$ cat src/hdl/npsc_fifo.sv
module npsc_fifo #(
    parameter int WIDTH = 8,
    parameter int DEPTH = 4
) (
    input  logic                         clk,
    input  logic                         rst_n,
    input  logic                         push,
    input  logic [WIDTH-1:0]             wdata,
    output logic                         full,
    input  logic                         pop,
    output logic [WIDTH-1:0]             rdata,
    output logic                         empty,
    output logic [$clog2(DEPTH+1)-1:0]   count
);

    localparam int PTR_W = (DEPTH > 1) ? $clog2(DEPTH) : 1;
    localparam int CNT_W = $clog2(DEPTH + 1);

    logic [WIDTH-1:0] mem_reg [DEPTH];
    logic [PTR_W-1:0] wr_ptr_reg;
    logic [PTR_W-1:0] wr_ptr_next;
    logic [PTR_W-1:0] rd_ptr_reg;
    logic [PTR_W-1:0] rd_ptr_next;
    logic [CNT_W-1:0] count_reg;
    logic [CNT_W-1:0] count_next;
    logic             do_push;
    logic             do_pop;

    assign full    = (count_reg == CNT_W'(DEPTH));
    assign empty   = (count_reg == '0);
    assign count   = count_reg;
    assign rdata   = mem_reg[rd_ptr_reg];
    assign do_push = push && !full;
    assign do_pop  = pop && !empty;

    always_comb
    begin
        wr_ptr_next = wr_ptr_reg;
        rd_ptr_next = rd_ptr_reg;
        if (do_push)
        begin
            wr_ptr_next = (wr_ptr_reg == PTR_W'(DEPTH - 1)) ? '0 : wr_ptr_reg + PTR_W'(1);
        end
        if (do_pop)
        begin
            rd_ptr_next = (rd_ptr_reg == PTR_W'(DEPTH - 1)) ? '0 : rd_ptr_reg + PTR_W'(1);
        end
        unique case ({do_push, do_pop})
            2'b10:   count_next = count_reg + CNT_W'(1);
            2'b01:   count_next = count_reg - CNT_W'(1);
            default: count_next = count_reg;
        endcase
    end

    always_ff @(posedge clk or negedge rst_n)
    begin
        if (!rst_n)
        begin
            wr_ptr_reg <= '0;
            rd_ptr_reg <= '0;
            count_reg  <= '0;
        end
        else
        begin
            wr_ptr_reg <= wr_ptr_next;
            rd_ptr_reg <= rd_ptr_next;
            count_reg  <= count_next;
        end
    end

    always_ff @(posedge clk)
    begin
        if (do_push)
        begin
            mem_reg[wr_ptr_reg] <= wdata;
        end
    end

endmodule

$ cat config.mk
export PLATFORM = sky130hd
export DESIGN_NAME = npsc_fifo
export DESIGN_NICKNAME = d
export VERILOG_FILES = /design/src/hdl/npsc_fifo.sv
export SDC_FILE = /design/constraint.sdc
export NUM_CORES = 1
export LEC_CHECK = 0
export BUFFER_PORTS_ARGS = -buffer_cell sky130_fd_sc_hd__buf_2
export CORE_ASPECT_RATIO = 1.75
export CORE_MARGIN = 1.5
export CORE_UTILIZATION = 30
export CTS_BUF_LIST = sky130_fd_sc_hd__clkbuf_8
export CTS_CLUSTER_SIZE = 28
export DETAILED_ROUTE_END_ITERATION = 6
export GPL_ROUTABILITY_DRIVEN = 0
export GPL_TIMING_DRIVEN = 0
export PLACE_DENSITY = 0.55
export SYNTH_ARGS = -nofsm -noshare
export SYNTH_HDL_FRONTEND = slang
export SYNTH_SLANG_ARGS = --single-unit
$ cat constraint.sdc
create_clock -name clk -period 2.6 [get_ports clk]
set_input_delay 0.26 -clock clk [delete_from_list [all_inputs] [get_ports clk]]
set_output_delay 0.26 -clock clk [all_outputs]
set_load 0.005 [all_outputs]
==> results.txt <==
----------------------------------------------------
[STA]
  Pins over their slew limit ... 0
  Final setup skew ... 0.00343 ns
  Period minus WS final ... 2.26 ns
  Number of hold violations in the final report ... 0
  Max-slew headroom ... 0.633
  Total negative slack ... 0 ns
  Slew at the pin closest to its max-slew limit ... 0.550 ns
  Final worst path period share ... 0.868
  Min setup slack post-route ... 0.343 ns
  Peak clock frequency supported by timing ... 0.443 GHz
  Hold Worst Slack ... 0.190 ns
  Setup repair after global routing missed its margin ... no
  Setup violation total in the final timing report ... 0

[Clock tree]
  Clock transition time at the flip-flop clock pins of the worst setup and hold paths ... 0.07 ns
  Cts repair resizes ... 0
  CTS max path bufs ... 2
  Setup repair bufs after CTS ... 0
  Number of clock sinks seen by CTS ... 39
  Clock tree from TritonCTS ... yes
  CTS root buffer ... clkbuf_8
  TritonCTS Buffers ... 5
  Clock Latency Late Sink ... 0.28 ns
  CTS H-tree depth ... 2

[Power]
  Seq pwr share ... 0.454
  Internal portion of total power ... 1.41 mW
  Part of the total power dissipated in the clock network ... 0.190
  Total power consumption of the routed design ... 2.03 mW
  NetSw ... 0.618 mW
  Standby leakage power ... 0.749 nW
  IR drop worst, VDD ... 0.469 mV
  Fraction of power consumed by combinational cells ... 0.356
  Power density of the placed cells ... 1070 mW/mm^2
  Switching Share ... 0.305

[Critical path]
  Worst-case register-to-register setup slack ... 0.34 ns
  Number of buffers and inverters on the critical path ... 2
  CP Max Fanout ... 6
  Reg-to-reg critical path endpoint ... count[2]
  Kind of cell adding the most delay to the critical path ... simple AND/OR/NAND/NOR gates
  CP Data Required Time ... 2.81 ns
  Maximum cell stage delay along the critical path ... 0.45 ns
  Worst Setup End Kind ... register
  Cell with the biggest individual delay on the critical path ... or3b_4
  Setup Crit Path Kind ... register to register
  Cell Chain, Critical Path ... or3b_4 -> and2_4 -> inv_1 -> ha_1 -> inv_1 -> fa_1 -> xor2_1 -> nor2_1 -> xor2_1
  Data arrival, critical path ... 2.47 ns
  CP Launch Type ... register
  Start of the worst register-to-register path ... count[0]
  Path depth of the worst reg2reg path ... 9

[Route]
  Remaining DRCs ... 0
  TritonRoute pass-1 iters ... 2
  Total wire length after detailed routing ... 2660 microns
  Overall via count from detail_route ... 804
  Post-DR vias/cell ... 4.70
  Final antenna-violating net count ... 0
  Average detailed-routed wire length per instance ... 15.6 microns
  DRC violation total after the first TritonRoute iteration ... 14

[GRT]
  Wire length of the first global-routing pass ... 4220 microns
  Via count of the first global-routing pass ... 902
  Maximum number of pins on one net before global-route repair ... 13
  Overall overflow remaining after global route ... 0
  GRT Util Overall ... 0.100
  Number of antenna violations at the first check in global routing ... 0

[Yosys]
  Cells taking the most area after synthesis ... edfxtp_1, mux4_2, dfrtp_1
  Most instantiated cells after synthesis ... edfxtp_1, inv_1, mux4_2
  Proportion of synthesized chip area in sequential cells ... 0.705
  Synth warnings ... 0
  Synth Net Count ... 102
  Proportion of register bits with asynchronous set or reset after synthesis ... 0.179
  Top FF cell, synth ... edfxtp_1
  Synthesized instance count ... 83
  Largest area contributor in the netlist ... edfxtp_1
  Count of state elements after synthesis ... 39
  Number of flops mapped to enable cells by yosys ... 32
  Fraction of post-synthesis cell area in the top cell type by area ... 0.596
  Unique masters post-synth ... 19
  Synthesized area per cell ... 19.4 sq um
  Dominant cell by count in the synthesized netlist ... edfxtp_1
  Area of the mapped netlist ... 0.00161 sq mm

[Placement]
  Port-buffer cells ... 24
  DP Worst Slack ... 0.374 ns
  HPWL after DPL ... 1910 microns

[Die]
  Horizontal extent of the die ... 58.4 microns
  Die area ... 0.00584 sq mm
  Count of standard-cell rows ... 35
  Effective utilization at floorplan ... 0.309
  Standard cell core area ... 0.00521 sq mm
  DIE HEIGHT ... 100 microns
  Top-level port count ... 25

[Min path]
  WHS Path Cells ... 1
  Hold worst-path end ... mem_reg[2][5]
  HP Start ... wdata[5]
  Type of the tightest min-delay check ... primary input to register

[Finish]
  Synthesis-to-layout area growth ... 17.5%
  Proportion of layout cells with a drive suffix above 1 ... 0.422
  Fillcell total ... 500
  NumNets Final ... 134
  Flip-flop count of the largest register, all copies and words added ... 32
  Number of diodes added for antenna fixing ... 0

[Run status]
  Status ... complete, no violations

[Flow run]
  Number of max-cap violations ... 0

----------------------------------------------------
stage by stage:
stage                     cells  instance area [sq um]  utilization
after floorplan              83                   1610            -
after global placement      162                   1800        0.345
after detailed placement    162                   1800        0.345
after CTS                   171                   1890        0.364
after global routing        171                   1890        0.364
final                       171                   1890        0.364
area by class of cell:
cell class              instances  area (sq um)  share of cell area
repair buffers                 25           130              0.0687
flip-flops and latches         39          1140               0.600
clock buffers                   5          68.8              0.0363
multi-input cells              34           437               0.231
inverters                       8          30.0              0.0159
well taps                      55          68.8              0.0363
plain buffers                   2          8.76             0.00462
clock inverters                 3          15.0             0.00793
power by group through the flow:
stage | logic, mW | registers [mW] | clock network (mW)
CTS | 0.741 | 0.921 | 0.394
global route | 0.804 | 0.938 | 0.416
detailed placement | 0.736 | 0.934 | 0
finish | 0.721 | 0.920 | 0.384
floorplan | 0.498 | 0.919 | 0
global placement | 0.710 | 0.923 | 0
per-layer routing:
metal	wire length (microns)	vias to the layer above	part of all wire	track usage
li1	-	375	-	-
met1	1090	397	0.41	0.108
met2	1360	22	0.51	0.168
met3	86	10	0.032	0.0206
met4	123	0	0.046	0.0751
met5	0	-	0	0
worst register-to-register path: cells and delay by family (launching register included):
| kind | cells | cell delay [ns] |
|---|---|---|
| flops | 1 | 0.43 |
| buf+inv | 2 | 0.12 |
| xor+xnor | 2 | 0.31 |
| fa+ha+maj | 2 | 0.56 |
| simple gates | 3 | 0.78 |
how the worst max path moves through the flow:
stage / startpoint / end / slack, ns / cells after the start
3_5_place_dp: count[0] / count[2] / 0.37 / 9
6_report: count[0] / count[2] / 0.34 / 9
4_1_cts: count[0] / count[2] / 0.35 / 9
3_3_place_gp: count[0] / count[2] / 0.40 / 9
5_1_grt: count[0] / count[2] / 0.22 / 9
2_1_floorplan: count[0] / count[2] / 0.50 / 9
timing repair:
action | CTS | global route
hold buffers | 1 | 0
endpoints found under the setup margin | 0 | 0
endpoints found under the hold margin | 7 | 0
cells in the final DEF, fill, tap and decap left out, types with 3 or more instances in the layout:
master / n
and3_2: 4
mux4_2: 8
buf_2: 25
dfrtp_1: 7
ha_1: 6
edfxtp_1: 32
nor2_1: 3
inv_1: 8
clkbuf_8: 5
cell families after synthesis:
logic type	count (synthesis)	share of synthesized area
adder cells (fa/ha/maj)	7	0.0590
multiplexers	13	0.151
flip-flops	39	0.705
XOR/XNOR	3	0.0163
AND/OR/NAND/NOR	11	0.0450
buffers and inverters	10	0.0241
(Power assumes the default switching activity.)
