**config.mk**
```make
export PLATFORM = sky130hd
export DESIGN_NAME = npsc_back
export DESIGN_NICKNAME = d
export VERILOG_FILES = /design/src/hdl/npsc_pkg.sv /design/src/hdl/npsc_fifo.sv /design/src/hdl/npsc_back.sv
export SDC_FILE = /design/constraint.sdc
export NUM_CORES = 2
export LEC_CHECK = 0
export ABC_AREA = 1
export BUFFER_PORTS_ARGS = -buffer_cell sky130_fd_sc_hd__buf_2
export CORE_MARGIN = 5
export CORE_UTILIZATION = 42
export CTS_CLUSTER_DIAMETER = 100
export DETAILED_ROUTE_END_ITERATION = 8
export PLACE_DENSITY_LB_ADDON = 0.12
export REMOVE_ABC_BUFFERS = 1
export SLEW_MARGIN = 20
export SYNTH_ARGS = -nofsm -noshare
export SYNTH_HDL_FRONTEND = slang
export SYNTH_HIERARCHICAL = 1
export SYNTH_SLANG_ARGS = --single-unit
```
**constraint.sdc**
```tcl
create_clock -name clk -period 6.85 [get_ports clk]
set_clock_uncertainty 0.15 [all_clocks]
set_input_delay 2.055 -clock clk [delete_from_list [all_inputs] [get_ports clk]]
set_output_delay 2.055 -clock clk [all_outputs]
set_load 0.02 [all_outputs]
```
**src/hdl/npsc_pkg.sv**
```systemverilog
package npsc_pkg;

    // Number of dimensions that the extent registers can describe.
    localparam int NUM_EXT_DIMS = 7;
    localparam int EXT_FIELD_W  = 16;
    localparam int ORD_BITS     = 3;

    localparam int RAW_W        = 32;
    localparam int SAMPLE_W     = 33;
    localparam int DEST_W       = 32;
    localparam int VALUE_W      = 48;
    localparam int SCALE_W      = 32;

    localparam int CFG_INDEX_W  = 3;
    localparam int CFG_DATA_W   = 64;

    localparam int FIFO_DEPTH   = 4;
    localparam int MUL_CHUNK_W  = 16;

    localparam logic [63:0] EXTENTS_LOW_RST  = 64'h0001_0001_0001_0001;
    localparam logic [47:0] EXTENTS_HIGH_RST = 48'h0001_0001_0001;
    localparam logic [20:0] DIM_ORDER_RST    = 21'o6543210;

    // Source type: bit 0 is the sign, bits 2:1 the sample size.
    localparam logic [1:0] SRC_SIZE_8  = 2'd0;
    localparam logic [1:0] SRC_SIZE_16 = 2'd1;

    typedef enum logic [CFG_INDEX_W-1:0] {
        REG_EXTENTS_LOW,
        REG_EXTENTS_HIGH,
        REG_DIM_ORDER,
        REG_SOURCE_TYPE,
        REG_SCALE,
        REG_OFFSET
    } cfg_reg_t;

    typedef struct packed {
        logic [DEST_W-1:0]          dest_address;
        logic signed [SAMPLE_W-1:0] sample;
        logic                       last_element;
    } front_item_t;

    typedef struct packed {
        logic [DEST_W-1:0]         dest_address;
        logic signed [VALUE_W-1:0] value;
        logic                      saturated;
        logic                      last_element;
    } result_t;

endpackage

```
**src/hdl/npsc_fifo.sv**
```systemverilog
module npsc_fifo #(
    parameter int WIDTH = 8,
    parameter int DEPTH = 4
) (
    input  logic                         clk,
    input  logic                         rst_n,
    input  logic                         push,
    input  logic [WIDTH-1:0]             wdata,
    output logic                         full,
    input  logic                         pop,
    output logic [WIDTH-1:0]             rdata,
    output logic                         empty,
    output logic [$clog2(DEPTH+1)-1:0]   count
);

    localparam int PTR_W = (DEPTH > 1) ? $clog2(DEPTH) : 1;
    localparam int CNT_W = $clog2(DEPTH + 1);

    logic [WIDTH-1:0] mem_reg [DEPTH];
    logic [PTR_W-1:0] wr_ptr_reg;
    logic [PTR_W-1:0] wr_ptr_next;
    logic [PTR_W-1:0] rd_ptr_reg;
    logic [PTR_W-1:0] rd_ptr_next;
    logic [CNT_W-1:0] count_reg;
    logic [CNT_W-1:0] count_next;
    logic             do_push;
    logic             do_pop;

    assign full    = (count_reg == CNT_W'(DEPTH));
    assign empty   = (count_reg == '0);
    assign count   = count_reg;
    assign rdata   = mem_reg[rd_ptr_reg];
    assign do_push = push && !full;
    assign do_pop  = pop && !empty;

    always_comb
    begin
        wr_ptr_next = wr_ptr_reg;
        rd_ptr_next = rd_ptr_reg;
        if (do_push)
        begin
            wr_ptr_next = (wr_ptr_reg == PTR_W'(DEPTH - 1)) ? '0 : wr_ptr_reg + PTR_W'(1);
        end
        if (do_pop)
        begin
            rd_ptr_next = (rd_ptr_reg == PTR_W'(DEPTH - 1)) ? '0 : rd_ptr_reg + PTR_W'(1);
        end
        unique case ({do_push, do_pop})
            2'b10:   count_next = count_reg + CNT_W'(1);
            2'b01:   count_next = count_reg - CNT_W'(1);
            default: count_next = count_reg;
        endcase
    end

    always_ff @(posedge clk or negedge rst_n)
    begin
        if (!rst_n)
        begin
            wr_ptr_reg <= '0;
            rd_ptr_reg <= '0;
            count_reg  <= '0;
        end
        else
        begin
            wr_ptr_reg <= wr_ptr_next;
            rd_ptr_reg <= rd_ptr_next;
            count_reg  <= count_next;
        end
    end

    always_ff @(posedge clk)
    begin
        if (do_push)
        begin
            mem_reg[wr_ptr_reg] <= wdata;
        end
    end

endmodule

```
**src/hdl/npsc_back.sv**
```systemverilog
module npsc_back (
    input  logic                                     clk,
    input  logic                                     rst_n,
    input  logic                                     mid_empty,
    input  npsc_pkg::front_item_t                    mid_item,
    output logic                                     mid_pop,
    input  logic signed [npsc_pkg::SCALE_W-1:0]      scale,
    input  logic signed [npsc_pkg::VALUE_W-1:0]      offset,
    input  logic                                     pop,
    output logic                                     empty,
    output npsc_pkg::result_t                        result
);

    localparam int PROD_W = npsc_pkg::SCALE_W + npsc_pkg::SAMPLE_W;
    localparam int SUM_W  = PROD_W + 1;
    localparam int CNT_W  = $clog2(npsc_pkg::FIFO_DEPTH + 1);

    localparam logic signed [SUM_W-1:0] PROD_LIMIT = 66'sh1000000000000000;
    localparam logic signed [SUM_W-1:0] Q_MAX      = 66'sh7FFFFFFFFFFF;
    localparam logic signed [SUM_W-1:0] Q_MIN      = -66'sh800000000000;

    logic                                    v1_reg;
    logic signed [PROD_W-1:0]                p1_reg;
    logic                                    byp1_reg;
    logic [npsc_pkg::DEST_W-1:0]             addr1_reg;
    logic                                    last1_reg;

    logic                                    bypass;
    logic signed [PROD_W-1:0]                prod;
    logic signed [SUM_W-1:0]                 p_ext;
    logic signed [SUM_W-1:0]                 clamped;
    logic signed [SUM_W-1:0]                 sum;
    npsc_pkg::result_t                       wr_item;
    logic [CNT_W-1:0]                        out_count;
    logic [$bits(npsc_pkg::result_t)-1:0]    out_rdata;

    // Pull from the queue only with room reserved for the item in flight.
    assign mid_pop = !mid_empty &&
                     ((int'(out_count) + int'(v1_reg)) < npsc_pkg::FIFO_DEPTH);

    assign bypass = (scale == '0) ||
                    (scale == 32'sh0001_0000 && offset == '0);

    always_comb
    begin
        if (bypass)
        begin
            prod = PROD_W'(mid_item.sample) <<< 16;
        end
        else
        begin
            prod = scale * mid_item.sample;
        end
    end

    always_comb
    begin
        p_ext = SUM_W'(p1_reg);
        if (p_ext > PROD_LIMIT)
        begin
            clamped = PROD_LIMIT;
        end
        else if (p_ext < -PROD_LIMIT)
        begin
            clamped = -PROD_LIMIT;
        end
        else
        begin
            clamped = p_ext;
        end
        sum = byp1_reg ? p_ext : clamped + SUM_W'(offset);

        wr_item.dest_address = addr1_reg;
        wr_item.last_element = last1_reg;
        if (sum > Q_MAX)
        begin
            wr_item.value     = Q_MAX[npsc_pkg::VALUE_W-1:0];
            wr_item.saturated = 1'b1;
        end
        else if (sum < Q_MIN)
        begin
            wr_item.value     = Q_MIN[npsc_pkg::VALUE_W-1:0];
            wr_item.saturated = 1'b1;
        end
        else
        begin
            wr_item.value     = sum[npsc_pkg::VALUE_W-1:0];
            wr_item.saturated = 1'b0;
        end
    end

    always_ff @(posedge clk or negedge rst_n)
    begin
        if (!rst_n)
        begin
            v1_reg <= 1'b0;
        end
        else
        begin
            v1_reg <= mid_pop;
        end
    end

    always_ff @(posedge clk)
    begin
        if (mid_pop)
        begin
            p1_reg    <= prod;
            byp1_reg  <= bypass;
            addr1_reg <= mid_item.dest_address;
            last1_reg <= mid_item.last_element;
        end
    end

    npsc_fifo #(
        .WIDTH ($bits(npsc_pkg::result_t)),
        .DEPTH (npsc_pkg::FIFO_DEPTH)
    ) u_out_fifo (
        .clk   (clk),
        .rst_n (rst_n),
        .push  (v1_reg),
        .wdata (wr_item),
        .full  (),
        .pop   (pop),
        .rdata (out_rdata),
        .empty (empty),
        .count (out_count)
    );

    assign result = npsc_pkg::result_t'(out_rdata);

endmodule

```
==> impl_metrics.csv <==
group,metric,value,unit
global_routing,grt.total_usage,27.0,%
detailed_routing,ant_nets,0,
sta,fin_crit_sh,124,%
worst_setup_path,endpoint_kind,"register",
sta,fin_crit,8.52,ns
run_status,violations,"negative setup slack",
detailed_routing,drc,0,
global_routing,grt_antenna_before_repair,6,
worst_setup_path,worstPathArrival,8.69,ns
synth,syn_inst,7801,
cells_and_area,fin_nets,10117,
worst_setup_path,start_kind,"input port",
worst_setup_path,worstReg2RegStart,"p1_reg[3]",
worst_setup_path,cpPeakStageDelay,0.59,ns
detailed_routing,dr.pass1.iters,5,
cells_and_area,drive_above_1_share,21.6,%
worst_setup_path,worst-path-stages,31,
cts,cts_tree,"built",
floorplan,rows,142,
sta,setup_tns,-72.14,ns
synth,yosysWarningCount,6,
sta,max_freq,117,MHz
sta,hold_viol,0,
floorplan,dieArea,159000,um^2
worst_setup_path,r2r-end,"u_out_fifo/mem_reg[0][6]",
worst_hold_path,min_path_type,"reg2reg",
detailed_routing,viasPerCell,4.91,
worst_setup_path,cp_common_cell,"fa_1",
cts,clk_latency,0.61,ns
floorplan,core,150000,um^2
run_status,status,"complete, but fails checks",
sta,tightest_slew,1.02,ns
sta,setup_slack,-1.67,ns
floorplan,io_pins,234,
worst_setup_path,required,7.02,ns
global_routing,grt_pass1_wl,328,mm
cells_and_area,largest_register_ffs,328,
detailed_routing,routedWlPerCell,20.1,um
job,max_cap_violations,0,
detailed_routing,via_count,52275,
placed_design,gp_congestion,0.998,
worst_hold_path,min_from,"last1_reg",
global_routing,grt-ovfl-total,0,
global_routing,grt_max_degree,93,
cts,cts_num_sinks,435,
worst_hold_path,whs_endpoint,"u_out_fifo/mem_reg[1][0]",
cts,cts_buffer_depth,3,
worst_setup_path,path_buf_inv,12,
synth,syn_area,63600,um^2
detailed_routing,wl,214,mm
cells_and_area,syn2layout_area_growth,24.5,%
cts,htree_levels,2,
detailed_routing,drtIter0Drc,3175,
cts,cts-root-buf,"clkbuf_16",
global_routing,first_global_vias,55302,
worst_setup_path,reg2reg_slack,0.79,ns
floorplan,initial_core_util,42.4,%
worst_hold_path,min_path_cells,0,
cts,cts_made_buffers,42,
sta,rsz0062_at_grt,"yes",
worst_setup_path,cpMaxStageDelayCell,"fa_2",
floorplan,die_height,399,um
synth,avgSynthCellArea,8.15,um^2
sta,max-slew-margin-rel,31.1,%
placed_design,port_buffers,233,
worst_setup_path,cpLargestDelayFamily,"adder cells",
worst_setup_path,r2r_cells,30,
cts,clk_pin_slew,0.07,ns
floorplan,die_x,399,um
sta,drv_slew,0,
sta,setup_viol,55,
worst_setup_path,crit_fanout,5,
worst_setup_path,critPathKind,"in2reg",
placed_design,dpl.hpwl,171,mm
## layout make-up
cell class	count	area (um^2)
Antenna cell	3	7.51
Clock buffer	47	1090
Clock inverter	26	219
Fill cell	14137	70900
Inverter	2154	8110
Multi-Input combinational cell	4859	44100
Sequential cell	435	13000
Tap cell	2016	2520
Timing Repair Buffer	1103	10100
## cells in the final DEF, fill, tap and decap left out, types with 21 or more instances in the layout
cell type and instances:
nand3_1 114, o21ai_2 32, a21oi_1 123, o21ai_0 110, buf_4 647, a21oi_4 36, nand2_2 70, buf_2 190
nor2_4 41, nand3_2 21, nor2_1 256, buf_6 118, inv_2 112, ha_4 54, nand2_1 2116, a21oi_2 50
fa_2 87, nor2_2 40, o211ai_1 158, o21ai_1 23, clkbuf_16 45, buf_8 26, edfxtp_1 427, buf_12 97
ha_1 204, nand2_4 33, nand4_1 26, inv_1 2032, fa_1 1027, nor4_1 35
## repair_timing
action | 4_1_cts | 5_1_grt
endpoints found under the setup margin | 56 | 56
gates cloned | 19 | 2
hold buffers | 0 | 0
setup buffers | 117 | 43
pin swaps | 234 | 171
gates resized for setup | 827 | 290
## layer usage
metal  up-vias  track usage, %  routed length [um]
met5         -               0                  37
met4         6            9.63                9520
met3       375            3.08               12300
met2      1475            46.8              103000
met1     25955            35.3               89100
li1      24464               -                   -
## worst max-delay path by stage
stage | startpoint | to | slack [ns]
3_5_place_dp | scale[10] | p1_reg[60] | -2.82
6_report | mid_item[22] | p1_reg[54] | -1.67
3_3_place_gp | scale[10] | p1_reg[60] | -2.73
4_1_cts | mid_item[33] | p1_reg[60] | -1.67
5_1_grt | mid_item[33] | p1_reg[60] | -1.89
2_1_floorplan | scale[2] | p1_reg[59] | -2.24
## per-stage QoR
step | setup WS [ns] | std cells | util [%] | hold slack (ns) | cell area (um^2)
after floorplan | -2.24 | 7448 | - | 0.309 | 61900
after global placement | -2.73 | 10400 | 47.8 | 0.322 | 71800
after detailed placement | -2.82 | 10400 | 47.8 | 0.329 | 71800
after CTS | -1.67 | 10599 | 51.8 | 0.345 | 77800
after global routing | -1.89 | 10642 | 52.7 | 0.363 | 79200
final | -1.67 | 10643 | 52.7 | 0.341 | 79200
Power is not shown: default switching activity piles up to over one toggle a cycle in this logic, so the estimate is an artifact.
