File: src/hdl/npsc_pkg.sv
package npsc_pkg;

    // Number of dimensions that the extent registers can describe.
    localparam int NUM_EXT_DIMS = 7;
    localparam int EXT_FIELD_W  = 16;
    localparam int ORD_BITS     = 3;

    localparam int RAW_W        = 32;
    localparam int SAMPLE_W     = 33;
    localparam int DEST_W       = 32;
    localparam int VALUE_W      = 48;
    localparam int SCALE_W      = 32;

    localparam int CFG_INDEX_W  = 3;
    localparam int CFG_DATA_W   = 64;

    localparam int FIFO_DEPTH   = 4;
    localparam int MUL_CHUNK_W  = 16;

    localparam logic [63:0] EXTENTS_LOW_RST  = 64'h0001_0001_0001_0001;
    localparam logic [47:0] EXTENTS_HIGH_RST = 48'h0001_0001_0001;
    localparam logic [20:0] DIM_ORDER_RST    = 21'o6543210;

    // Source type: bit 0 is the sign, bits 2:1 the sample size.
    localparam logic [1:0] SRC_SIZE_8  = 2'd0;
    localparam logic [1:0] SRC_SIZE_16 = 2'd1;

    typedef enum logic [CFG_INDEX_W-1:0] {
        REG_EXTENTS_LOW,
        REG_EXTENTS_HIGH,
        REG_DIM_ORDER,
        REG_SOURCE_TYPE,
        REG_SCALE,
        REG_OFFSET
    } cfg_reg_t;

    typedef struct packed {
        logic [DEST_W-1:0]          dest_address;
        logic signed [SAMPLE_W-1:0] sample;
        logic                       last_element;
    } front_item_t;

    typedef struct packed {
        logic [DEST_W-1:0]         dest_address;
        logic signed [VALUE_W-1:0] value;
        logic                      saturated;
        logic                      last_element;
    } result_t;

endpackage

File: src/hdl/npsc_stride.sv
module npsc_stride #(
    parameter int MAX_DIMS  = 7,
    parameter int DIM_BITS  = 16,
    parameter int ADDR_BITS = 32
) (
    input  logic                                         clk,
    input  logic                                         rst_n,
    input  logic                                         start,
    input  logic [MAX_DIMS-1:0][npsc_pkg::ORD_BITS-1:0]  ord,
    input  logic [MAX_DIMS-1:0][DIM_BITS-1:0]            ext,
    input  logic [MAX_DIMS-1:0][DIM_BITS-1:0]            ext_m1,
    output logic                                         busy,
    output logic [MAX_DIMS-1:0][ADDR_BITS-1:0]           delta
);

    localparam int CW    = npsc_pkg::MUL_CHUNK_W;
    localparam int NCH   = (ADDR_BITS + CW - 1) / CW;
    localparam int MB    = NCH * CW;
    localparam int CNT_W = (NCH > 1) ? $clog2(NCH) : 1;
    localparam int IDX_W = (MAX_DIMS > 1) ? $clog2(MAX_DIMS) : 1;

    typedef enum logic [2:0] {
        S_IDLE,
        S_INIT,
        S_STR_LD,
        S_STR_MUL,
        S_PRE_LD,
        S_PRE_MUL,
        S_SPAN_LD,
        S_SPAN_MUL
    } state_t;

    state_t                              state_reg, state_next;
    logic [IDX_W-1:0]                    idx_reg, idx_next;
    logic [CNT_W-1:0]                    cnt_reg, cnt_next;
    logic [ADDR_BITS-1:0]                mul_a_reg, mul_a_next;
    logic [MB-1:0]                       mul_b_reg, mul_b_next;
    logic [ADDR_BITS-1:0]                mul_acc_reg, mul_acc_next;
    logic [ADDR_BITS-1:0]                prefix_reg, prefix_next;
    logic [ADDR_BITS-1:0]                cum_reg, cum_next;
    logic [MAX_DIMS-1:0][ADDR_BITS-1:0]  stride_reg, stride_next;
    logic [MAX_DIMS-1:0][ADDR_BITS-1:0]  delta_reg, delta_next;

    logic [npsc_pkg::ORD_BITS-1:0]       e;
    logic                                e_valid;
    logic [IDX_W-1:0]                    e_ix;
    logic [IDX_W-1:0]                    rd_ix;
    logic [ADDR_BITS-1:0]                stride_rd;
    logic [DIM_BITS-1:0]                 ext_e;
    logic [ADDR_BITS+CW-1:0]             part;
    logic [ADDR_BITS-1:0]                acc_sum;
    logic                                mul_last;
    logic                                idx_last;

    assign busy  = (state_reg != S_IDLE);
    assign delta = delta_reg;

    // The order entry of the current step picks the dimension whose stride
    // takes the running prefix product.
    assign e         = ord[idx_reg];
    assign e_valid   = (int'(e) < MAX_DIMS);
    assign e_ix      = e[IDX_W-1:0];
    assign rd_ix     = (state_reg == S_SPAN_LD || state_reg == S_SPAN_MUL) ? idx_reg : e_ix;
    assign stride_rd = stride_reg[rd_ix];
    assign ext_e     = e_valid ? ext[e_ix] : DIM_BITS'(1);

    // One 16-bit slice of the multiplier operand per cycle, low product bits only.
    assign part     = mul_a_reg * mul_b_reg[CW-1:0];
    assign acc_sum  = mul_acc_reg + part[ADDR_BITS-1:0];
    assign mul_last = (cnt_reg == CNT_W'(NCH - 1));
    assign idx_last = (idx_reg == IDX_W'(MAX_DIMS - 1));

    always_comb
    begin
        state_next   = state_reg;
        idx_next     = idx_reg;
        cnt_next     = cnt_reg;
        mul_a_next   = mul_a_reg;
        mul_b_next   = mul_b_reg;
        mul_acc_next = mul_acc_reg;
        prefix_next  = prefix_reg;
        cum_next     = cum_reg;
        stride_next  = stride_reg;
        delta_next   = delta_reg;

        if (state_reg == S_STR_MUL || state_reg == S_PRE_MUL || state_reg == S_SPAN_MUL)
        begin
            mul_acc_next = acc_sum;
            mul_a_next   = mul_a_reg << CW;
            mul_b_next   = mul_b_reg >> CW;
            cnt_next     = cnt_reg + CNT_W'(1);
        end

        unique case (state_reg)
            S_IDLE:
            begin
            end
            S_INIT:
            begin
                for (int k = 0; k < MAX_DIMS; k++)
                begin
                    stride_next[k] = ADDR_BITS'(1);
                end
                prefix_next = ADDR_BITS'(1);
                idx_next    = '0;
                state_next  = S_STR_LD;
            end
            S_STR_LD:
            begin
                mul_a_next   = stride_rd;
                mul_b_next   = MB'(prefix_reg);
                mul_acc_next = '0;
                cnt_next     = '0;
                state_next   = S_STR_MUL;
            end
            S_STR_MUL:
            begin
                if (mul_last)
                begin
                    if (e_valid)
                    begin
                        stride_next[e_ix] = acc_sum;
                    end
                    state_next = S_PRE_LD;
                end
            end
            S_PRE_LD:
            begin
                mul_a_next   = prefix_reg;
                mul_b_next   = MB'(ext_e);
                mul_acc_next = '0;
                cnt_next     = '0;
                state_next   = S_PRE_MUL;
            end
            S_PRE_MUL:
            begin
                if (mul_last)
                begin
                    prefix_next = acc_sum;
                    if (idx_last)
                    begin
                        idx_next   = '0;
                        cum_next   = '0;
                        state_next = S_SPAN_LD;
                    end
                    else
                    begin
                        idx_next   = idx_reg + IDX_W'(1);
                        state_next = S_STR_LD;
                    end
                end
            end
            S_SPAN_LD:
            begin
                mul_a_next   = stride_rd;
                mul_b_next   = MB'(ext_m1[idx_reg]);
                mul_acc_next = '0;
                cnt_next     = '0;
                state_next   = S_SPAN_MUL;
            end
            S_SPAN_MUL:
            begin
                if (mul_last)
                begin
                    // Stepping this digit adds its stride and rewinds every
                    // lower digit from its last position to zero.
                    delta_next[idx_reg] = stride_rd - cum_reg;
                    cum_next            = cum_reg + acc_sum;
                    if (idx_last)
                    begin
                        state_next = S_IDLE;
                    end
                    else
                    begin
                        idx_next   = idx_reg + IDX_W'(1);
                        state_next = S_SPAN_LD;
                    end
                end
            end
        endcase

        if (start)
        begin
            state_next = S_INIT;
        end
    end

    always_ff @(posedge clk or negedge rst_n)
    begin
        if (!rst_n)
        begin
            state_reg   <= S_INIT;
            idx_reg     <= '0;
            cnt_reg     <= '0;
            mul_a_reg   <= '0;
            mul_b_reg   <= '0;
            mul_acc_reg <= '0;
            prefix_reg  <= '0;
            cum_reg     <= '0;
            stride_reg  <= '0;
            delta_reg   <= '0;
        end
        else
        begin
            state_reg   <= state_next;
            idx_reg     <= idx_next;
            cnt_reg     <= cnt_next;
            mul_a_reg   <= mul_a_next;
            mul_b_reg   <= mul_b_next;
            mul_acc_reg <= mul_acc_next;
            prefix_reg  <= prefix_next;
            cum_reg     <= cum_next;
            stride_reg  <= stride_next;
            delta_reg   <= delta_next;
        end
    end

endmodule

File: config.mk
export PLATFORM = sky130hd
export DESIGN_NAME = npsc_stride
export DESIGN_NICKNAME = d
export VERILOG_FILES = /design/src/hdl/npsc_pkg.sv /design/src/hdl/npsc_stride.sv
export SDC_FILE = /design/constraint.sdc
export NUM_CORES = 2
export LEC_CHECK = 0
export BUFFER_PORTS_ARGS = -buffer_cell sky130_fd_sc_hd__buf_4
export CAP_MARGIN = 20
export CORE_UTILIZATION = 55
export DETAILED_ROUTE_END_ITERATION = 16
export PLACE_DENSITY = 0.79
export SETUP_SLACK_MARGIN = 0.4
export SLEW_MARGIN = 40
export SYNTH_ARGS = -nofsm -noshare
export SYNTH_HDL_FRONTEND = slang
export SYNTH_SLANG_ARGS = --single-unit
File: constraint.sdc
create_clock -name clk -period 10.49 [get_ports clk]
set_clock_uncertainty 0.15 [all_clocks]
set_input_delay 0 -clock clk [delete_from_list [all_inputs] [get_ports clk]]
set_output_delay 0 -clock clk [all_outputs]
set_load 0.02 [all_outputs]
==> metrics.cfg <==
[run]
cap_violations=0

[global_route]
antenna_found_initial=9
grt_max_degree=95
globalRouteTotalUtil_pct=38.43
overflow=0
grt_pass1_vias=37400
grt_pass1_wl_mm=224.8

[layout]
final_cell_mix=nand2_1, dfrtp_1, buf_4
drive_gt1_share_pct=17.25
fin_nets=5625
layout_commonest_cell=nand2_1
finalInstanceArea_mm2=0.04981
syn2layout_area_growth_pct=17.22
fillCellCount=6059
stdcell_count=5987

[synthesis]
ys_seq_area_share_pct=36.22
synth_edf_count=0
syn_area_mm2=0.04249
netlist_instances=4545
synth_area_per_cell_um2=9.349
yosysWarnings=0
synth_nets=5261
ys_seq_elements=615
async_reset_ff_share_pct=100.0
ys.flop_type=dfrtp_1
synthDistinctLibCells=74

[timing]
slew_headroom_pct=37.72
final-setup-viol-count=0
hold_viol=0
worstMarginPinSlew_ns=0.9310
whs_ns=0.03805
period_needed_ns=9.226
slew_violations=0
fmax_ghz=0.1084
setup_tns_ns=0
fin_crit_sh_pct=87.95
rsz0062_at_grt=false

[floorplan]
io_pins=473
start_util_pct=55.76
die-height_um=279.9
die_area_mm2=0.07837
die_w_um=279.9
row_count=101
core_area_mm2=0.07620

[worst_setup_path]
max_stage_delay_ns=0.80
worstPathArrival_ns=9.57
start_kind=flop
criticalPathCategory=flop to flop
worst_path_most_repeated_cell=fa_1
cp_max_fo=20
slowest_stage=dfrtp_1
cp.required_ns=10.83
worstSetupEndpointType=flop

[placed_design]
placed_cells=5856
hpwl_mm=108.6
placed_area_mm2=0.04743
gp_congestion=0.9628
portBuffers=472

[cts]
cts.clk_slew.worst_paths_ns=0.06
cts_tree=done
cts_sinks=615
cts_buffers=67
cts_buffer_depth=3
cts_hold_buffers=14
postCtsSetupRepairBufs=0
cts_root_buf=clkbuf_16
ctsResizeCount=0
clock_latency_ns=0.61
htree_levels=3

[power]
power.leakage_nw=24.03
p_per_area_mw_per_mm2=302.8
peakVddDrop_uv=262.4
p_total_w=0.01508

[detailed_routing]
drt_iter0_markers=4265
vias=37040
via_per_inst=6.187
drc=0
ant_nets=0
totalWireLength_mm=148.8
wl_per_cell_um=24.86
drt_pre_antenna_iters=6

[worst_hold_path]
hold_class=input pin to flop

[status]
status=finished, final reports clean

==> critical path, delay by kind of cell, from the launching register on <==
| family | cells | cell delay [ns] |
|---|---|---|
| flops | 1 | 0.80 |
| fa+ha+maj | 8 | 3.71 |
| simple gates | 5 | 0.73 |
| xor+xnor | 2 | 0.84 |
| buf+inv | 4 | 0.51 |
| compound gates | 11 | 2.37 |
==> synth_stat cells, types with 32 or more instances <==
cell        n  area, um^2
a211oi_1   55       412.9
a21o_1     55       412.9
a21oi_1   133       665.6
a22o_1    239        2093
a22oi_1    37       277.8
a31oi_1    47       294.0
and2_1    171        1070
buf_2      40       200.2
clkbuf_1  222       833.3
dfrtp_1   614       15360
fa_1      336        6726
ha_1      132        1652
inv_1     508        1907
mux2_2     82       923.4
mux2i_1    52       520.5
nand2_1   909        3412
nand3_1    32       160.2
nor2_1    153       574.3
o21ai_0   296        1481
xnor2_1    68       595.6
xor2_1     36       315.3
==> path summary, 6_finish.rpt <==
check	slack, ns	startpoint	endpoint	cells past startpoint
setup / recovery	1.26	mul_b_reg[2]$_DFFE_PN0P_	cum_reg[31]$_DFFE_PN0P_	30
hold / removal	0.04	start	state_reg[1]$_DFFE_PN0P_	3
setup reg to reg	1.26	mul_b_reg[2]$_DFFE_PN0P_	cum_reg[31]$_DFFE_PN0P_	30
hold reg to reg	0.33	delta[185]$_DFFE_PN0P_	delta[185]$_DFFE_PN0P_	2
max in group asynchronous	8.39	rst_n	idx_reg[2]$_DFFE_PN0P_	5
min in group asynchronous	0.45	rst_n	mul_acc_reg[26]$_DFFE_PN0P_	4
==> report_power, final <==
| part | internal [W] | switching, W | leakage, nW |
|---|---|---|---|
| logic | 0.00313 | 0.00639 | 15.4 |
| clock network | 0.00140 | 0.000991 | 1.05 |
| registers | 0.00268 | 0.000486 | 7.57 |
==> stage by stage <==
stage               utilization (%)  setup slack [ns]
floorplan                         -             2.533
global placement              61.78             1.681
detailed placement            62.25             1.427
CTS                           65.28             1.390
global route                  65.35            0.8806
finish                        65.36             1.264
==> kinds of logic after synthesis <==
family	synth area share, %
xor gates and xnor gates	2.335
buffers and inverters	7.159
DFF	36.22
muxes	4.008
and+or+nand+nor	13.74
adders and majority gates	19.72
AOI/OAI and AO/OA	16.81
==> area by class of cell <==
| class | count | area [um^2] | share of cell area, % |
|---|---|---|---|
| multi-input cells | 3135 | 24480 | 49.15 |
| flip-flops and latches | 615 | 15410 | 30.94 |
| repair buffers | 581 | 4554 | 9.144 |
| inverters | 509 | 1911 | 3.836 |
| clock buffers | 90 | 1866 | 3.745 |
| well taps | 1030 | 1289 | 2.587 |
| clock inverters | 22 | 285.3 | 0.5727 |
| diodes | 5 | 12.51 | 0.02512 |
==> layer usage <==
| layer | up-vias | wire, um | global-route usage, % |
|---|---|---|---|
| li1 | 15770 | - | - |
| met5 | - | 14 | 0 |
| met4 | 2 | 8950 | 20.61 |
| met1 | 18370 | 55400 | 49.43 |
| met2 | 2378 | 65150 | 57.08 |
| met3 | 520 | 19300 | 13.39 |
Note: power is estimated with default switching activity, not from simulation.
