## src/hdl/npsc_pkg.sv

```systemverilog
package npsc_pkg;

    // Number of dimensions that the extent registers can describe.
    localparam int NUM_EXT_DIMS = 7;
    localparam int EXT_FIELD_W  = 16;
    localparam int ORD_BITS     = 3;

    localparam int RAW_W        = 32;
    localparam int SAMPLE_W     = 33;
    localparam int DEST_W       = 32;
    localparam int VALUE_W      = 48;
    localparam int SCALE_W      = 32;

    localparam int CFG_INDEX_W  = 3;
    localparam int CFG_DATA_W   = 64;

    localparam int FIFO_DEPTH   = 4;
    localparam int MUL_CHUNK_W  = 16;

    localparam logic [63:0] EXTENTS_LOW_RST  = 64'h0001_0001_0001_0001;
    localparam logic [47:0] EXTENTS_HIGH_RST = 48'h0001_0001_0001;
    localparam logic [20:0] DIM_ORDER_RST    = 21'o6543210;

    // Source type: bit 0 is the sign, bits 2:1 the sample size.
    localparam logic [1:0] SRC_SIZE_8  = 2'd0;
    localparam logic [1:0] SRC_SIZE_16 = 2'd1;

    typedef enum logic [CFG_INDEX_W-1:0] {
        REG_EXTENTS_LOW,
        REG_EXTENTS_HIGH,
        REG_DIM_ORDER,
        REG_SOURCE_TYPE,
        REG_SCALE,
        REG_OFFSET
    } cfg_reg_t;

    typedef struct packed {
        logic [DEST_W-1:0]          dest_address;
        logic signed [SAMPLE_W-1:0] sample;
        logic                       last_element;
    } front_item_t;

    typedef struct packed {
        logic [DEST_W-1:0]         dest_address;
        logic signed [VALUE_W-1:0] value;
        logic                      saturated;
        logic                      last_element;
    } result_t;

endpackage

```

## src/hdl/npsc_front.sv

```systemverilog
module npsc_front #(
    parameter int MAX_DIMS  = 7,
    parameter int DIM_BITS  = 16,
    parameter int ADDR_BITS = 32
) (
    input  logic                                  clk,
    input  logic                                  rst_n,
    input  logic                                  clear,
    input  logic                                  accept,
    input  logic [npsc_pkg::RAW_W-1:0]            raw_sample,
    input  logic [2:0]                            source_type,
    input  logic [MAX_DIMS-1:0][DIM_BITS-1:0]     ext_m1,
    input  logic [MAX_DIMS-1:0][ADDR_BITS-1:0]    delta,
    output npsc_pkg::front_item_t                 item
);

    localparam int IDX_W = (MAX_DIMS > 1) ? $clog2(MAX_DIMS) : 1;

    logic [MAX_DIMS-1:0][DIM_BITS-1:0]  sub_reg, sub_next;
    logic [ADDR_BITS-1:0]               addr_reg, addr_next;
    logic [MAX_DIMS-1:0]                at_last;
    logic                               all_last;
    logic                               found;
    logic [IDX_W-1:0]                   sel;
    logic [ADDR_BITS+npsc_pkg::DEST_W-1:0] addr_ext;
    logic signed [npsc_pkg::SAMPLE_W-1:0]  sample;
    logic                               is_signed;

    assign is_signed = source_type[0];

    always_comb
    begin
        unique case (source_type[2:1])
            npsc_pkg::SRC_SIZE_8:
                sample = {{25{is_signed & raw_sample[7]}}, raw_sample[7:0]};
            npsc_pkg::SRC_SIZE_16:
                sample = {{17{is_signed & raw_sample[15]}}, raw_sample[15:0]};
            default:
                sample = {is_signed & raw_sample[31], raw_sample};
        endcase
    end

    // The lowest digit that is not at its last position is the one that steps.
    always_comb
    begin
        found = 1'b0;
        sel   = '0;
        for (int d = 0; d < MAX_DIMS; d++)
        begin
            at_last[d] = (sub_reg[d] >= ext_m1[d]);
            if (!found && !at_last[d])
            begin
                found = 1'b1;
                sel   = IDX_W'(d);
            end
        end
        all_last = &at_last;
    end

    always_comb
    begin
        sub_next  = sub_reg;
        addr_next = addr_reg;
        if (clear)
        begin
            sub_next  = '0;
            addr_next = '0;
        end
        else if (accept)
        begin
            addr_next = all_last ? '0 : addr_reg + delta[sel];
            for (int d = 0; d < MAX_DIMS; d++)
            begin
                if (all_last || d < int'(sel))
                begin
                    sub_next[d] = '0;
                end
                else if (d == int'(sel))
                begin
                    sub_next[d] = sub_reg[d] + DIM_BITS'(1);
                end
            end
        end
    end

    assign addr_ext          = {{npsc_pkg::DEST_W{1'b0}}, addr_reg};
    assign item.dest_address = addr_ext[npsc_pkg::DEST_W-1:0];
    assign item.sample       = sample;
    assign item.last_element = all_last;

    always_ff @(posedge clk or negedge rst_n)
    begin
        if (!rst_n)
        begin
            sub_reg  <= '0;
            addr_reg <= '0;
        end
        else
        begin
            sub_reg  <= sub_next;
            addr_reg <= addr_next;
        end
    end

endmodule

```

## config.mk

```make
export PLATFORM = sky130hd
export DESIGN_NAME = npsc_front
export DESIGN_NICKNAME = d
export VERILOG_FILES = /design/src/hdl/npsc_pkg.sv /design/src/hdl/npsc_front.sv
export SDC_FILE = /design/constraint.sdc
export NUM_CORES = 1
export LEC_CHECK = 0
export ABC_CLOCK_PERIOD_IN_PS = 7200
export BUFFER_PORTS_ARGS = -buffer_cell sky130_fd_sc_hd__buf_4
export CORE_AREA = 2 2 170 172
export CTS_BUF_LIST = sky130_fd_sc_hd__clkbuf_2
export CTS_CLUSTER_DIAMETER = 60
export DETAILED_ROUTE_END_ITERATION = 6
export DIE_AREA = 0 0 172 174
export PLACE_DENSITY_LB_ADDON = 0.08
export SKIP_LAST_GASP = 1
export SYNTH_ARGS = -nofsm -noshare
export SYNTH_HDL_FRONTEND = slang
export SYNTH_SLANG_ARGS = --single-unit
```

## constraint.sdc

```tcl
create_clock -name clk -period 7.2 [get_ports clk]
set_input_delay 0.36 -clock clk [delete_from_list [all_inputs] [get_ports clk]]
set_output_delay 0.36 -clock clk [all_outputs]
set_load 0.02 [all_outputs]
```

==> run_results.csv, run 1 <==
group,metric,value,unit
floorplanning,core,28240,um2
cts,clk_transition_reported_paths,250,ps
timing,worst_slew_pin_slew,1202,ps
drt,avgRoutedWirePerCell,18.92,um
floorplanning,initial_core_util,0.4616,
drt,ant_nets,0,
global_route,grt_max_degree,93,
worst_setup_path,r2r_setup_slack,820,ps
finish,seqCellArea,3603,um2
drt,vias_per_cell,5.661,
timing,clock_skew,54.35,ps
global_route,antenna_found_initial,5,
cts,clk_latency,740,ps
synthesis,syn_avg_cell_area,7.924,um2
worst_setup_path,critPathLaunchType,"flip-flop",
global_route,grt_pass1_vias,12970,
floorplanning,num_io_pins,441,
worst_setup_path,critPathCapture,"addr_reg[31]",
finish,fillers,2707,
cts,cts_setup_buffers,0,
synthesis,synth_ff_type,"dfrtp_1",
timing,setup_viol,0,
finish,multi_input_area,8593,um2
drt,drc,0,
worst_setup_path,path_max_fanout,13,
timing,hold_viol,0,
timing,finalCritPeriodShare,0.8859,
synthesis,ys_types,75,
timing,maxSlewHeadroom,0.1984,
floorplanning,die_y,174,um
power,p_leak,8.741,nW
floorplanning,die_area,29930,um2
finish,largest_register_ffs,112,
power,powerDensity,163.5,nW/um2
finish,nNetsFinal,2565,
synthesis,yosysSeqAreaShare,0.2764,
drt,drtIter0Drc,1053,
finish,most-common-layout-cells,"444 x buf_4, 184 x nand2_1, 157 x ha_1",
worst_setup_path,reg2reg_to,"addr_reg[31]",
global_route,gr-usage-all-layers,0.3014,
synthesis,async_reset_ff_frac,1.000,
synthesis,synth_edf_count,0,
cts,cts_tree,"done",
finish,fin_cells,2434,
drt,wl,46060,um
placed_design,finalWeightedCongestion,0.9983,
worst_setup_path,crit-reg2reg-launch,"sub_reg[25]",
worst_setup_path,cp.required,7810,ps
timing,final_max_slew_viol_count,0,
job,maxCapViolCount,0,
worst_setup_path,worstSetupPathType,"flip-flop to flip-flop",
finish,final_common_cell,"buf_4",
power,vdd_ir_drop_max,0.0001520,V
synthesis,synth_warnings,0,
drt,route.vias.total,13780,
min_path,hold_class,"input pin to flip-flop",
global_route,gr-total-overflow,0,
worst_setup_path,crit_start,"sub_reg[25]",
synthesis,syn-cell-area,13040,um2
placed_design,hpwl,36940,um
floorplanning,fp.dieW,172,um
cts,clock_sinks,144,
floorplanning,fp-row-count,62,
cts,cts_root_buffer,"clkbuf_2",
worst_setup_path,crit_path_end_kind,"flip-flop",
finish,final_util,0.5940,
placed_design,io_buffers,426,
synthesis,syn-instance-count,1645,
timing,max_freq,156.8,MHz
drt,dr.pass1.iters,6,
timing,rsz0062_at_grt,"false",
finish,syn2layout_area_growth,28.68,%
run_status,outcome,"finished, final reports clean",
placed_design,dp.cells,2395,
synthesis,ys_ff_latch,144,
worst_setup_path,cp.arrival,6990,ps
finish,drive_gt1_frac,0.2601,
timing,period_minus_slack,6379,ps
cts,clk_path_buf_depth,2,
global_route,grt_first_pass_wirelength,69960,um
cts,cts_buffers,17,
synthesis,synth_nets,2178,
worst_setup_path,reg2reg_depth,23,
timing,fin_setup_tns,0,ps
cts,htree_levels,4,
-- timing repair --
item	in CTS	in global routing
hold endpoints to repair	93	0
hold buffers	2	0
gates resized for setup	0	0
-- where the power goes --
part	switching, mW	internal, mW
combinational	0.674	0.588
sequential	0.0946	0.888
clock	0.332	0.165
-- layer usage --
metal | GRT usage | routed length, um | vias to the layer above
met1 | 0.4146 | 20270 | 6529
met5 | 0 | 0 | -
met2 | 0.4906 | 21480 | 515
met3 | 0.05373 | 3368 | 51
li1 | - | - | 6685
met4 | 0.07423 | 936 | 0
-- synthesized netlist by cell type (45+ instances only) --
library cell / instances / area share
a21oi_1: 116 / 0.045
and3_1: 61 / 0.029
clkbuf_1: 45 / 0.013
dfrtp_1: 144 / 0.28
ha_1: 157 / 0.15
inv_1: 129 / 0.037
nand2_1: 184 / 0.053
nor2_1: 127 / 0.037
o21ai_0: 156 / 0.060
o22ai_1: 57 / 0.027
xor2_1: 48 / 0.032
-- through the flow --
| stage | hold slack (ps) | cell area, um2 | total power, mW | setup slack (ps) |
|---|---|---|---|---|
| 4_1_cts | 8.071 | 16760 | 2.752 | 869.1 |
| 5_1_grt | 80.52 | 16770 | 2.925 | 335.7 |
| 3_3_place_gp | 505.2 | 16510 | 2.240 | 1018 |
| 6_report | 69.49 | 16770 | 2.742 | 821.2 |
| 2_1_floorplan | 64.41 | 13040 | 1.735 | 1837 |
| 3_5_place_dp | 508.6 | 16510 | 2.247 | 923.6 |
-- cell type report --
class | instances | area share
Clock buffer | 20 | 0.005967
Antenna cell | 5 | 0.0007459
Tap cell | 384 | 0.02864
Clock inverter | 12 | 0.007832
Sequential cell | 144 | 0.2148
Multi-Input combinational cell | 1292 | 0.5123
Inverter | 130 | 0.02909
Timing Repair Buffer | 447 | 0.2006
-- worst max-delay path, stage by stage, from the launching register on --
cell and delay [ps]:
dfrtp_1 480, ha_1 320, a21oi_1 70, o21a_1 210
a21o_1 170, a41oi_2 330, a2bb2oi_2 490, nand2_1 450
buf_4 350, o221ai_2 220, o22ai_1 110, a221o_1 400
ha_1 260, a2111oi_0 400, o21ai_1 200, nand4b_1 140
o211ai_1 140, a311oi_2 380, a31oi_1 180, a31oi_1 290
o21ai_1 140, and3_1 170, o21ai_0 140, a21bo_1 210
-- how the worst min path moves through the flow --
stage                     startpoint           to  slack [ps]  cells after the start
final                         accept  sub_reg[17]          70                      3
after global routing          accept  sub_reg[17]          80                      3
after CTS                     accept  sub_reg[17]           8                      3
after detailed placement       rst_n  sub_reg[73]         510                      1
after global placement         rst_n  sub_reg[73]         510                      1
after floorplan                rst_n  addr_reg[0]          60                      0
-- logic make-up after synthesis --
logic type	count (synthesis)	share of synthesized area
flops	144	0.2764
mux	7	0.005376
buf+inv	209	0.06633
compound gates	528	0.2591
xor+xnor	72	0.04838
fa+ha+maj	158	0.1522
simple gates	527	0.1922
(Power assumes the default switching activity.)
==> run 2: changes to the inputs <==
CTS_CLUSTER_SIZE = 28   (was default)
PLACE_DENSITY_LB_ADDON = 0.25   (was 0.08)
==> run 2 against run 1 <==
  * Combinational power barely moved
  * Clock skew down 5.6 ps
  * Sequential share of layout area decreased by 0.11 points
==> run_results.csv, run 2 (synthesis gave the netlist of run 1 again) <==
group,metric,value,unit
finish,syn2layout_area_growth,29.33,%
drt,route.met2.wl,22020,um
floorplanning,die_area,29930,um2
worst_setup_path,crit-reg2reg-launch,"sub_reg[18]",
global_route,antenna_found_initial,4,
finish,largest_register_ffs,112,
power,powerDensity,167.7,nW/um2
drt,route.vias.total,13830,
worst_setup_path,path_max_fanout,14,
timing,fin_setup_tns,0,ps
global_route,gr-total-overflow,0,
cts,htree_levels,4,
drt,ant_nets,0,
cts,clock_sinks,144,
placed_design,finalWeightedCongestion,0.9592,
finish,fillers,2631,
floorplanning,fp.dieW,172,um
timing,rsz0062_at_grt,"false",
cts,cts_tree,"done",
finish,final_common_cell,"buf_4",
worst_setup_path,critPathLaunchType,"flip-flop",
timing,final_max_slew_viol_count,0,
cts,cts_buffers,17,
finish,final_area,16860,um2
cts,clk_latency,750,ps
floorplanning,die_y,174,um
cts,clk_path_buf_depth,2,
finish,multi_input_area,8593,um2
global_route,gr-usage-all-layers,0.3000,
worst_setup_path,cp.arrival,7140,ps
global_route,grt_max_degree,84,
finish,seqCellArea,3603,um2
placed_design,postPlaceCellArea,16530,um2
cts,clk_transition_reported_paths,230,ps
power,vdd_ir_drop_max,0.0001246,V
drt,top_layer_used,"met4",
global_route,grt_pass1_vias,13380,
timing,finalCritPeriodShare,0.9020,
drt,dr.pass1.iters,6,
job,maxCapViolCount,0,
drt,vias_per_cell,5.684,
global_route,grt_first_pass_wirelength,70320,um
drt,wl,45760,um
finish,most-common-layout-cells,"444 x buf_4, 184 x nand2_1, 157 x ha_1",
power,p_leak,8.788,nW
min_path,hold_class,"input pin to flip-flop",
timing,worst_slew_pin_slew,1154,ps
run_status,outcome,"finished, final reports clean",
cts,cts_setup_buffers,0,
finish,final_util,0.5970,
timing,period_minus_slack,6494,ps
timing,clock_skew,48.80,ps
drt,avgRoutedWirePerCell,18.80,um
drt,drc,0,
floorplanning,num_io_pins,441,
timing,max_freq,154.0,MHz
placed_design,io_buffers,426,
worst_setup_path,worstSetupPathType,"flip-flop to flip-flop",
worst_setup_path,crit_path_end_kind,"flip-flop",
timing,setup_viol,0,
drt,drt-met1-wl,19660,um
floorplanning,core,28240,um2
floorplanning,fp-row-count,62,
cts,cts_root_buffer,"clkbuf_2",
finish,nNetsFinal,2567,
worst_setup_path,crit_start,"sub_reg[18]",
placed_design,hpwl,36490,um
min_path,hold_start,"accept",
placed_design,dp_slack,784.5,ps
timing,hold_viol,0,
timing,setup_slack,705.9,ps
drt,drtIter0Drc,1013,
drt,met3_length,2847,um
floorplanning,initial_core_util,0.4616,
power,total_power,2.827,mW
finish,drive_gt1_frac,0.2600,
worst_setup_path,cp.required,7850,ps
timing,maxSlewHeadroom,0.2277,
[run 2: path summary, 6_finish.rpt]
| kind | endpoint | slack [ps] | cells past startpoint |
|---|---|---|---|
| worst max-delay path | addr_reg[31] | 710 | 22 |
| worst min-delay path | sub_reg[33] | 140 | 4 |
| worst max register to register | addr_reg[31] | 710 | 22 |
| worst min register to register | sub_reg[103] | 540 | 1 |
| max in group asynchronous | sub_reg[33] | 5570 | 3 |
| min in group asynchronous | sub_reg[63] | 150 | 2 |
[run 2: timing repair]
item	4_1_cts	5_1_grt
hold buffers	3	0
resized for setup	0	0
endpoints found under the hold margin	62	0
[run 2: critical path, cell delays in order, from the launching register on]
cell       delay, ps
dfrtp_1          500
ha_1             320
nand2_1           50
o21ai_0          200
nand4_1          160
a41oi_2          370
a2bb2oi_2        510
nand3_1          680
buf_4            430
o22ai_1          310
a21oi_1           80
ha_1             370
a2111oi_0        420
o21ai_1          190
nand4b_1         130
o211ai_1         140
a311oi_2         380
a31oi_1          180
a31oi_1          260
o21ai_1          150
and3_1           180
o21ai_0          170
a21bo_1          210
[run 2: through the flow]
step           hold slack [ps]  instances
6_report                 140.0       2434
3_3_place_gp             399.6       2396
3_5_place_dp             403.4       2396
4_1_cts                  84.24       2430
5_1_grt                  122.9       2434
2_1_floorplan            64.41       1645
[run 2: final cells by class]
cell class                 instances  share of cell area
sequential                       144              0.2137
multi-input combinational       1292              0.5097
antenna                            4           0.0005937
clock buffer                      17            0.005047
timing repair buffer             449              0.2014
tap                              384             0.02850
clock inverter                    14             0.01210
inverter                         130             0.02894
[run 2: routing by layer]
layer | GRT usage | vias up
met3 | 0.03962 | 72
met5 | 0 | -
met2 | 0.5025 | 518
met1 | 0.3994 | 6556
met4 | 0.09769 | 0
li1 | - | 6688
[run 2: where the power goes]
group | total, mW | internal [mW] | leakage, nW | switching, mW
Sequential | 0.985 | 0.888 | 1.97 | 0.0974
Clock | 0.566 | 0.234 | 0.165 | 0.332
Combinational | 1.27 | 0.589 | 6.65 | 0.686
Total | 2.83 | 1.71 | 8.79 | 1.12
